**config.mk**
```make
export PLATFORM = sky130hd
export DESIGN_NAME = imsu_ctrl
export DESIGN_NICKNAME = d
export VERILOG_FILES = /design/src/rtl/core/imsu_pkg.sv /design/src/rtl/core/imsu_ctrl.sv
export SDC_FILE = /design/constraint.sdc
export NUM_CORES = 1
export LEC_CHECK = 0
export ABC_AREA = 1
export BUFFER_PORTS_ARGS = -buffer_cell sky130_fd_sc_hd__buf_2
export CORE_AREA = 2 2 39 41
export CTS_CLUSTER_DIAMETER = 200
export DETAILED_ROUTE_END_ITERATION = 16
export DIE_AREA = 0 0 41 43
export PLACE_DENSITY = 0.5
export SYNTH_ARGS = -nofsm -noshare
export SYNTH_HDL_FRONTEND = slang
export SYNTH_SLANG_ARGS = --single-unit
```
**constraint.sdc**
```tcl
create_clock -name clock -period 1 [get_ports clock]
set_input_delay 0.05 -clock clock [delete_from_list [all_inputs] [get_ports clock]]
set_output_delay 0.05 -clock clock [all_outputs]
set_load 0.01 [all_outputs]
```
**src/rtl/core/imsu_pkg.sv**
```systemverilog
package imsu_pkg;

   localparam int KIND_W = 2;
   localparam int COORD_IN_W = 6;
   localparam int COORD_SPAN = 2 ** COORD_IN_W;
   localparam int ENTRY_IDX_W = 4;
   localparam int ENTRY_W = 17;
   localparam int RANDOM_W = 16;
   localparam int ENTRY_COUNT = 10;
   localparam int ENTRY_MINUS_BASE = 5;
   localparam int SIDE_DEFAULT = 64;
   localparam logic [ENTRY_W-1:0] ALWAYS_VALUE = 17'h10000;

   typedef enum logic [KIND_W-1:0] {
      KIND_LOAD = 2'd0,
      KIND_ENTRY = 2'd1,
      KIND_UPDATE = 2'd2,
      KIND_READ = 2'd3
   } kind_type;

   typedef enum logic [2:0] {
      ST_CLEAR,
      ST_IDLE,
      ST_READ_NEAR,
      ST_READ_FAR,
      ST_EXEC
   } state_type;

   typedef struct packed {
      logic ready;
      logic clear;
      logic rd_near;
      logic rd_far;
      logic exec;
   } cmd_type;

   typedef struct packed {
      logic clear_done;
      logic req_valid;
      kind_type req_kind;
      kind_type kind;
      logic out_free;
   } status_type;

endpackage

```
**src/rtl/core/imsu_ctrl.sv**
```systemverilog
module imsu_ctrl import imsu_pkg::*; (
   input logic clock,
   input logic reset,
   input status_type status,
   output cmd_type cmd
);

   state_type state_ff;
   state_type state_in;

   always_ff @(posedge clock) begin
      if (reset) begin
         state_ff <= ST_CLEAR;
      end else begin
         state_ff <= state_in;
      end
   end

   always_comb begin
      state_in = state_ff;
      unique case (state_ff)
         ST_CLEAR: begin
            if (status.clear_done) state_in = ST_IDLE;
         end
         ST_IDLE: begin
            if (status.req_valid) begin
               state_in = (status.req_kind == KIND_ENTRY) ? ST_EXEC : ST_READ_NEAR;
            end
         end
         ST_READ_NEAR: begin
            state_in = (status.kind == KIND_UPDATE) ? ST_READ_FAR : ST_EXEC;
         end
         ST_READ_FAR: begin
            state_in = ST_EXEC;
         end
         ST_EXEC: begin
            if (status.out_free) state_in = ST_IDLE;
         end
         default: state_in = ST_CLEAR;
      endcase
   end

   always_comb begin
      cmd = '0;
      unique case (state_ff)
         ST_CLEAR: cmd.clear = 1'b1;
         ST_IDLE: cmd.ready = 1'b1;
         ST_READ_NEAR: cmd.rd_near = 1'b1;
         ST_READ_FAR: cmd.rd_far = 1'b1;
         ST_EXEC: cmd.exec = status.out_free;
         default: cmd = '0;
      endcase
   end

   // An update must have fetched the far neighbour row before it completes.
   a_update_reads_far: assert property (@(posedge clock) disable iff (reset)
      (state_ff == ST_EXEC && status.kind == KIND_UPDATE && $past(state_ff) != ST_EXEC)
      |-> $past(state_ff) == ST_READ_FAR)
      else $error("update reached execute without the far row read");

   a_entry_direct: assert property (@(posedge clock) disable iff (reset)
      (cmd.ready && status.req_valid && status.req_kind == KIND_ENTRY)
      |=> state_ff == ST_EXEC)
      else $error("table write beat did not go straight to execute");

endmodule

```
=== Yosys cells after proc, flatten, opt, wreduce, memory -nomap -nowiden ===
Index checks and enable logic that the tools add are counted.

* Flip-flop bits (word level): 3
* Input bits: 9
* Output and inout port bits: 5
* Word-level logic and storage cells: 23

* Eq/ne operators: 9
* Mux-type cells: 11
* Reduce and logical (&&, ||, !) cells: 2

{| class="wikitable"
|+ Operator list
! kind !! count
|-
| two-way mux 3 bit || 5
|-
| case mux 3 bit (5 select lines) || 1
|-
| == test 3 x 2 -> 1 bit, second input constant || 2
|-
| inequality test 2 bit, second input constant || 3
|-
| two-way mux 1 bit || 5
|-
| == test 3 x 1 -> 1 bit, second input constant || 1
|-
| == test 3 bit, second input constant || 1
|-
| logical NOT 3 bit || 1
|-
| AND reduction 3 bit || 1
|-
| == test 2 x 1 -> 1 bit, second input constant || 1
|-
| == test 2 bit, second input constant || 1
|}

=== Longest topological paths before layout ===
Gate-level depths: netlist (run 1).

* Depth after elaboration: 4
* Gate-level depth with buffers: 7
* Gate-level depth less buffers: 7

=== Worst setup path after synthesis (run 1) ===
Ideal clock, no wire load.

* Path kind: register -> register
* From: register state_ff[1]
* To: register state_ff[2]
* Library setup time: 0.113 ns
* Data arrival time: 0.837 ns
* Required time: 0.887 ns
* Setup slack: 0.050 ns
* Cell stages (with the launch flop): 8
* Path buffers: 0
* Period minus slack after synthesis: 0.950 ns
* Cells stage by stage: dfxtp_1 nor2_2 nand3_1 nand2_2 nor2_4 nand2_1 nand2_1 nor2_1

* Longest elaborated chain between the ends: 3
* Elaborated cells on any way between the ends: 10
* Those cells by class: 7 x eq/ne; 1 x mux; 2 x reduce/logical

{| class="wikitable"
|+ Ends and longest elaborated chain
! what !! line !! source
|-
| start, declared || imsu_ctrl.sv:8 || <nowiki>state_type state_ff;</nowiki>
|-
| start signal, assigned || imsu_ctrl.sv:15 || <nowiki>state_ff <= state_in;</nowiki>
|-
| == test 3 x 1 -> 1 bit (tied with other cells) || imsu_ctrl.sv:21 || <nowiki>unique case (state_ff)</nowiki>
|-
| inequality test 2 bit (no source line) || - ||
|-
| AND reduction 3 bit (no source line) || - ||
|}

Parallel ways exist; a longest one is shown, timed or not.
A chain may end at the register's enable or synchronous reset.

==> results.md, run 1 <==
* Status: finished with violations
* Failing checks: negative setup slack
* Crit Path Max Fanout at 2
* CP Data Arrival Time at 1070 ps
* Final ANT Viol Nets at 0
* Max-slew headroom at 0.8518
* Worst path slowest cell: dfxtp_2
* Global-route wire length before repair at 1255 um
* Period minus WS final at 1119 ps
* # H-tree levels at 1
* Synth Instances at 42
* Share of cells above drive strength 1 at 0.6812
* DR iter-0 viols at 0
* Placer's final routability congestion estimate at 0.7066
* Total congestion overflow at 0
* Setup violators final at 8
* Top reg by flops: state_ff
* Number of synthesized register bits at 3
* Tightest Hold Check Type: input port to flip-flop
* CTS Buffer Depth at 2
* Place WS at -30.27 ps
* Net Count, Synth at 51
* Design Area, Final at 519.2 um^2
* CP bufs+invs at 2
* Vias in the first global route at 356
* Count of input and output buffers at 13
* Nature of the critical path startpoint: flip-flop
* Initial antenna violation count at 0
* Number of remaining DRC errors at 0
* Clock Root Buffer: clkbuf_4
* CTS sink count at 3
* FP Rows at 14
* Register-to-register setup slack at -40 ps
* Worst Path Required at 950 ps
* Hpwl dp at 523 um
* Async SR Flop Fraction at 0
* Layout Cells excl Fill at 85
* Height of the chip at 43 um
* Post-Route WL at 729 um
* Layout Nets at 79
* DR vias at 336
* Die area at 0.001763 mm^2
* WHS at 172.2 ps
* Max Cap Violations at 0
* Worst vdd ir at 0.0008213 V
* Mapped cell area at 235.2 um^2
* Placeable Area at 0.001384 mm^2
* GRT Total Usage at 0.1071
* Primary FF master, synth: dfxtp_1
* Max reg flops at 3
* Worst path max stage delay at 320 ps
* Met3 GRT Util at 0.04712
* P_leak at 0.2720 nW
* Placed cell area at 357.8 um^2
* Setup TNS at -319.3 ps
* I/O Pins at 14
* Slew Viols, Final at 0
* Diodes inserted at 0
* Post-synth EDFFs at 0
* Critical path class: flip-flop to output pin
* Top Registers: state_ff: 3 flops
* Ys Warns at 0
* Clock Skews at 2.117 ps
* Seq/Total Area, Yosys at 0.2553
* WL/cell at 8.576 um
* Final Cycle Share at 1.119
* Die X at 41 um
* Power Total at 1.152 mW
* Largest delay share family, worst path: flip-flops
* Clk_lat worst skew at 230 ps
* Worst slew pin tran at 221.5 ps
* Critical Path, Cell by Cell: buf_6 -> nor4_2 -> buf_2
* Grt peak-use layer: met2
* Vias/cell at 3.953
* Starting Density at 0.1700
* Placed cell count at 76
* Unrepaired setup endpoints after global routing: yes
* Synth unique cells at 12
* Commonest cells post-synth: inv_1 (8), nand2_1 (8), nor2_1 (7), nand3_1 (5)
* Area leader, netlist: dfxtp_1
* Total CTS buffers at 3
* Syn avg cell area at 5.601 um^2
* Area share of the largest cell type after synthesis at 0.2553
* Largest cells by area after synthesis: dfxtp_1 (26%), inv_1 (13%), nand2_1 (13%)
* Critical path endpoint category: output pin
* Pin count of the biggest net entering global routing at 6
* Reg clk slew, reported paths at 40 ps
* Fmax at 0.8939 GHz
* Worst Slack Setup Final at -118.7 ps
* P per Cell Area at 2219 mW/mm^2
* Final number of hold-violating endpoints at 0
* DRT Pass-1 Iters at 1
* Layout area overhead at 120.7%
* Fin util at 0.3752
* Met2 Use GR at 0.1750
* CTS tree: yes
* Met1 usage at 0.1051
-- report_power, final --
| group | leakage (nW) | switching [mW] | internal, mW |
|---|---|---|---|
| registers | 0.0258 | 0.0388 | 0.164 |
| clock network | 0.0150 | 0.0617 | 0.149 |
| logic | 0.231 | 0.372 | 0.367 |
| total | 0.272 | 0.472 | 0.680 |
-- final timing paths --
path,startpoint,to,cells past startpoint
max,state_ff[0],cmd[0],3
min,status[1],state_ff[0],4
max reg2reg,state_ff[1],state_ff[2],8
min reg2reg,state_ff[2],state_ff[2],3
-- routing by layer --
| layer | wire length (um) | share of wire |
|---|---|---|
| met5 | 0 | 0 |
| met4 | 0 | 0 |
| met3 | 29 | 0.040 |
| met2 | 430 | 0.59 |
| met1 | 269 | 0.37 |
-- cells in the final DEF (no fill, tap or decap) --
cell,Yosys,final
buf_2,0,11
nor2_1,7,6
nor4_2,0,1
a21oi_2,0,1
inv_4,0,2
a21oi_1,3,2
nand2_2,1,3
nor2_2,2,2
inv_2,2,3
dfxtp_2,0,3
nand2_1,8,6
nor3_1,1,1
dlygate4sd3_1,0,1
nand3_4,0,1
inv_1,8,5
clkbuf_4,0,3
buf_4,0,4
clkbuf_1,0,1
nand3_2,0,4
nor2_4,1,2
buf_6,0,7
-- worst register-to-register path, stage by stage, from the launching register on --
cell and delay (ps):
dfxtp_2 320, buf_6 130, nor2_4 130, nand3_2 90
nand2_2 100, nor2_4 50, nand2_2 50, nand2_1 40
nor2_1 70
-- timing repair --
action                                  in CTS  in global routing
hold buffers                                 1                  0
hold endpoints to repair                     1                  0
pin swaps                                    1                  2
gates resized for setup                     16                 11
endpoints found under the setup margin       6                  8
buffers inserted                             3                  1
-- kinds of logic (layout without fill, tap and decap cells) --
family                 Yosys count  after routing  share of synthesized area
DFF                              3              3                     0.2553
AOI/OAI and AO/OA                3              3                    0.06381
and+or+nand+nor                 26             26                     0.5213
buffers and inverters           10             37                     0.1596
-- area by class of cell --
| type | instances | area [um^2] |
|---|---|---|
| tap | 16 | 20.02 |
| fill | 154 | 864.6 |
| clock buffer | 4 | 26.28 |
| inverter | 10 | 42.54 |
| sequential | 3 | 63.81 |
| timing repair buffer | 23 | 173.9 |
| multi-input combinational | 29 | 192.7 |
No activity file was read; power rests on OpenSTA's default activity.
==> run 2, diff against run 1 <==
--- a/config.mk
+++ b/config.mk
@@ -11,7 +11,7 @@
 export CTS_CLUSTER_DIAMETER = 200
 export DETAILED_ROUTE_END_ITERATION = 16
 export DIE_AREA = 0 0 41 43
-export PLACE_DENSITY = 0.5
+export PLACE_DENSITY = 0.48
 export SYNTH_ARGS = -nofsm -noshare
 export SYNTH_HDL_FRONTEND = slang
 export SYNTH_SLANG_ARGS = --single-unit
==> constraint.sdc (replaced) <==
create_clock -name clock -period 1.3 [get_ports clock]
set_input_delay 0.195 -clock clock [delete_from_list [all_inputs] [get_ports clock]]
set_output_delay 0.195 -clock clock [all_outputs]
set_load 0.01 [all_outputs]
==> run 2 against run 1 <==
Net effect: register-to-register slack gained 280 ps; hold slack lost 36 ps; power shrank 46%; the flow now finishes without violations; via count shrank 14%.
==> results.md, run 2 (synthesized netlist as in run 1, its figures left out) <==
* Total CTS buffers at 3 (unchanged)
* CP Data Arrival Time at 1020 ps (-50 ps)
* Placed cell area at 320.3 um^2 (-10%)
* Nature of the critical path startpoint: flip-flop
* Final Cycle Share at 0.9377
* Top sig layer: met4
* Layout area overhead at 50.53%
* Setup TNS at 0 ps (+319.3 ps)
* P per Cell Area at 1751 mW/mm^2 (-21%)
* Multi-input gate area at 143.9 um^2 (-25%)
* Reg clk slew, reported paths at 40 ps (about the same)
* WL/cell at 7.573 um (-12%)
* DRT Pass-1 Iters at 3 (+2)
* Placeable Area at 0.001384 mm^2 (unchanged)
* Crit Path Max Fanout at 6 (+4)
* WL met1 at 234 um (-13%)
* Commonest non-fill, non-tap cells in the layout: buf_2 (13), inv_1 (8), nand2_1 (8)
* P_leak at 0.2091 nW (-23%)
* Setup violators final at 0 (-8)
* Status: finished clean
* Reg area at 61.31 um^2 (-3.9%)
* DR vias at 290 (-14%)
* Total congestion overflow at 0 (unchanged)
* Pin count of the biggest net entering global routing at 7 (+1)
* Initial antenna violation count at 0 (unchanged)
* Fillers at 176 (+14%)
* Unrepaired setup endpoints after global routing: no
* Clk_lat worst skew at 230 ps (about the same)
* Slew Viols, Final at 0 (unchanged)
* CTS sink count at 3 (unchanged)
* Hold buffers post-CTS at 0 (-1)
* CTS Buffer Depth at 2 (unchanged)
* Number of remaining DRC errors at 0 (unchanged)
* Placed cell count at 71 (-6.6%)
* Worst slew pin tran at 229.2 ps (+7.654 ps)
* Period minus WS final at 1219 ps
* Wire length on met2 at 294 um (-32%)
* Fmax at 0.8204 GHz
* CTS tree: yes
* Post-Route WL at 568 um (-22%)
* Top reg by flops: state_ff
* # H-tree levels at 1 (unchanged)
* GRT Total Usage at 0.07715 (-0.02995)
* Starting Density at 0.1700 (unchanged)
* Critical path endpoint category: output pin
* Met3 wire len at 22 um (-24%)
* I/O Pins at 14 (unchanged)
* Max Cap Violations at 0 (unchanged)
* Worst Path Required at 1110 ps (+160 ps)
* Clock Skews at 1.468 ps (-0.6492 ps)
* Global-route wire length before repair at 848 um (-32%)
* Final number of hold-violating endpoints at 0 (unchanged)
* Max-slew headroom at 0.8470 (-0.004766)
* Vias in the first global route at 253 (-29%)
* FP Rows at 14 (unchanged)
* Critical path class: flip-flop to output pin
* Count of input and output buffers at 13 (unchanged)
* Final ANT Viol Nets at 0 (unchanged)
* Placer's final routability congestion estimate at 0.7272 (+2.9%)
* Most common cell after layout, fill and taps aside: buf_2
* Layout Nets at 69 (-13%)
* Clock Root Buffer: clkbuf_4
* Vias/cell at 3.867 (-2.2%)
* Top Registers: state_ff: 3 flops
* Die area at 0.001763 mm^2 (unchanged)
* Height of the chip at 43 um (unchanged)
* Hpwl dp at 467.8 um (-11%)
* Die X at 41 um (unchanged)
* Max reg flops at 3 (unchanged)
* Design Area, Final at 354.1 um^2 (-32%)
* Diodes inserted at 0 (unchanged)
* Layout Cells excl Fill at 75 (-12%)
* DR iter-0 viols at 3 (+3)
* Share of cells above drive strength 1 at 0.4068 (-0.2744)
* Worst vdd ir at 0.0006062 V (-26%)
* Tightest Hold Check Type: input port to flip-flop
run 2: report_power, final:
group / switching [mW] / internal, mW
sequential: 0.0400 / 0.122
combinational: 0.176 / 0.118
clock: 0.0493 / 0.115
total: 0.265 / 0.355
run 2: what timing repair did:
item | CTS | global route
gates resized for setup | 1 | 1
pin swaps | 0 | 0
setup buffers | 0 | 0
setup endpoints to repair | 1 | 1
run 2: worst paths after layout:
kind / to / startpoint / slack [ps] / depth (start not counted)
max: cmd[2] / state_ff[0] / 80 / 4
min: state_ff[1] / reset / 140 / 2
max reg2reg: state_ff[2] / state_ff[0] / 240 / 7
min reg2reg: state_ff[2] / state_ff[2] / 510 / 2
run 2: final cells by class:
| cell class | count | share of cell area |
|---|---|---|
| Multi-Input combinational cell | 29 | 0.4064 |
| Timing Repair Buffer | 13 | 0.1837 |
| Sequential cell | 3 | 0.1731 |
| Inverter | 10 | 0.1060 |
| Clock buffer | 4 | 0.07420 |
| Tap cell | 16 | 0.05654 |
run 2: critical path, cell delays in order, from the launching register on:
cell	delay (ps)
dfxtp_1	430
inv_1	70
nand3_1	90
inv_1	70
buf_2	140
run 2: stage by stage:
stage	total power, mW	utilization	hold WS (ps)	setup slack, ps
2_1_floorplan	0.3641	-	266.5	278.0
3_3_place_gp	0.4541	0.2315	380.5	237.5
3_5_place_dp	0.4525	0.2315	375.8	255.1
4_1_cts	0.6293	0.2514	126.4	47.87
5_1_grt	0.6705	0.2559	136.0	7.069
6_report	0.6201	0.2559	135.8	81.04
run 2: routing by layer:
layer | track usage | up-vias
li1 | - | 161
met1 | 0.07029 | 120
met2 | 0.1156 | 7
met3 | 0.01571 | 2
met4 | 0.1000 | 0
met5 | 0 | -
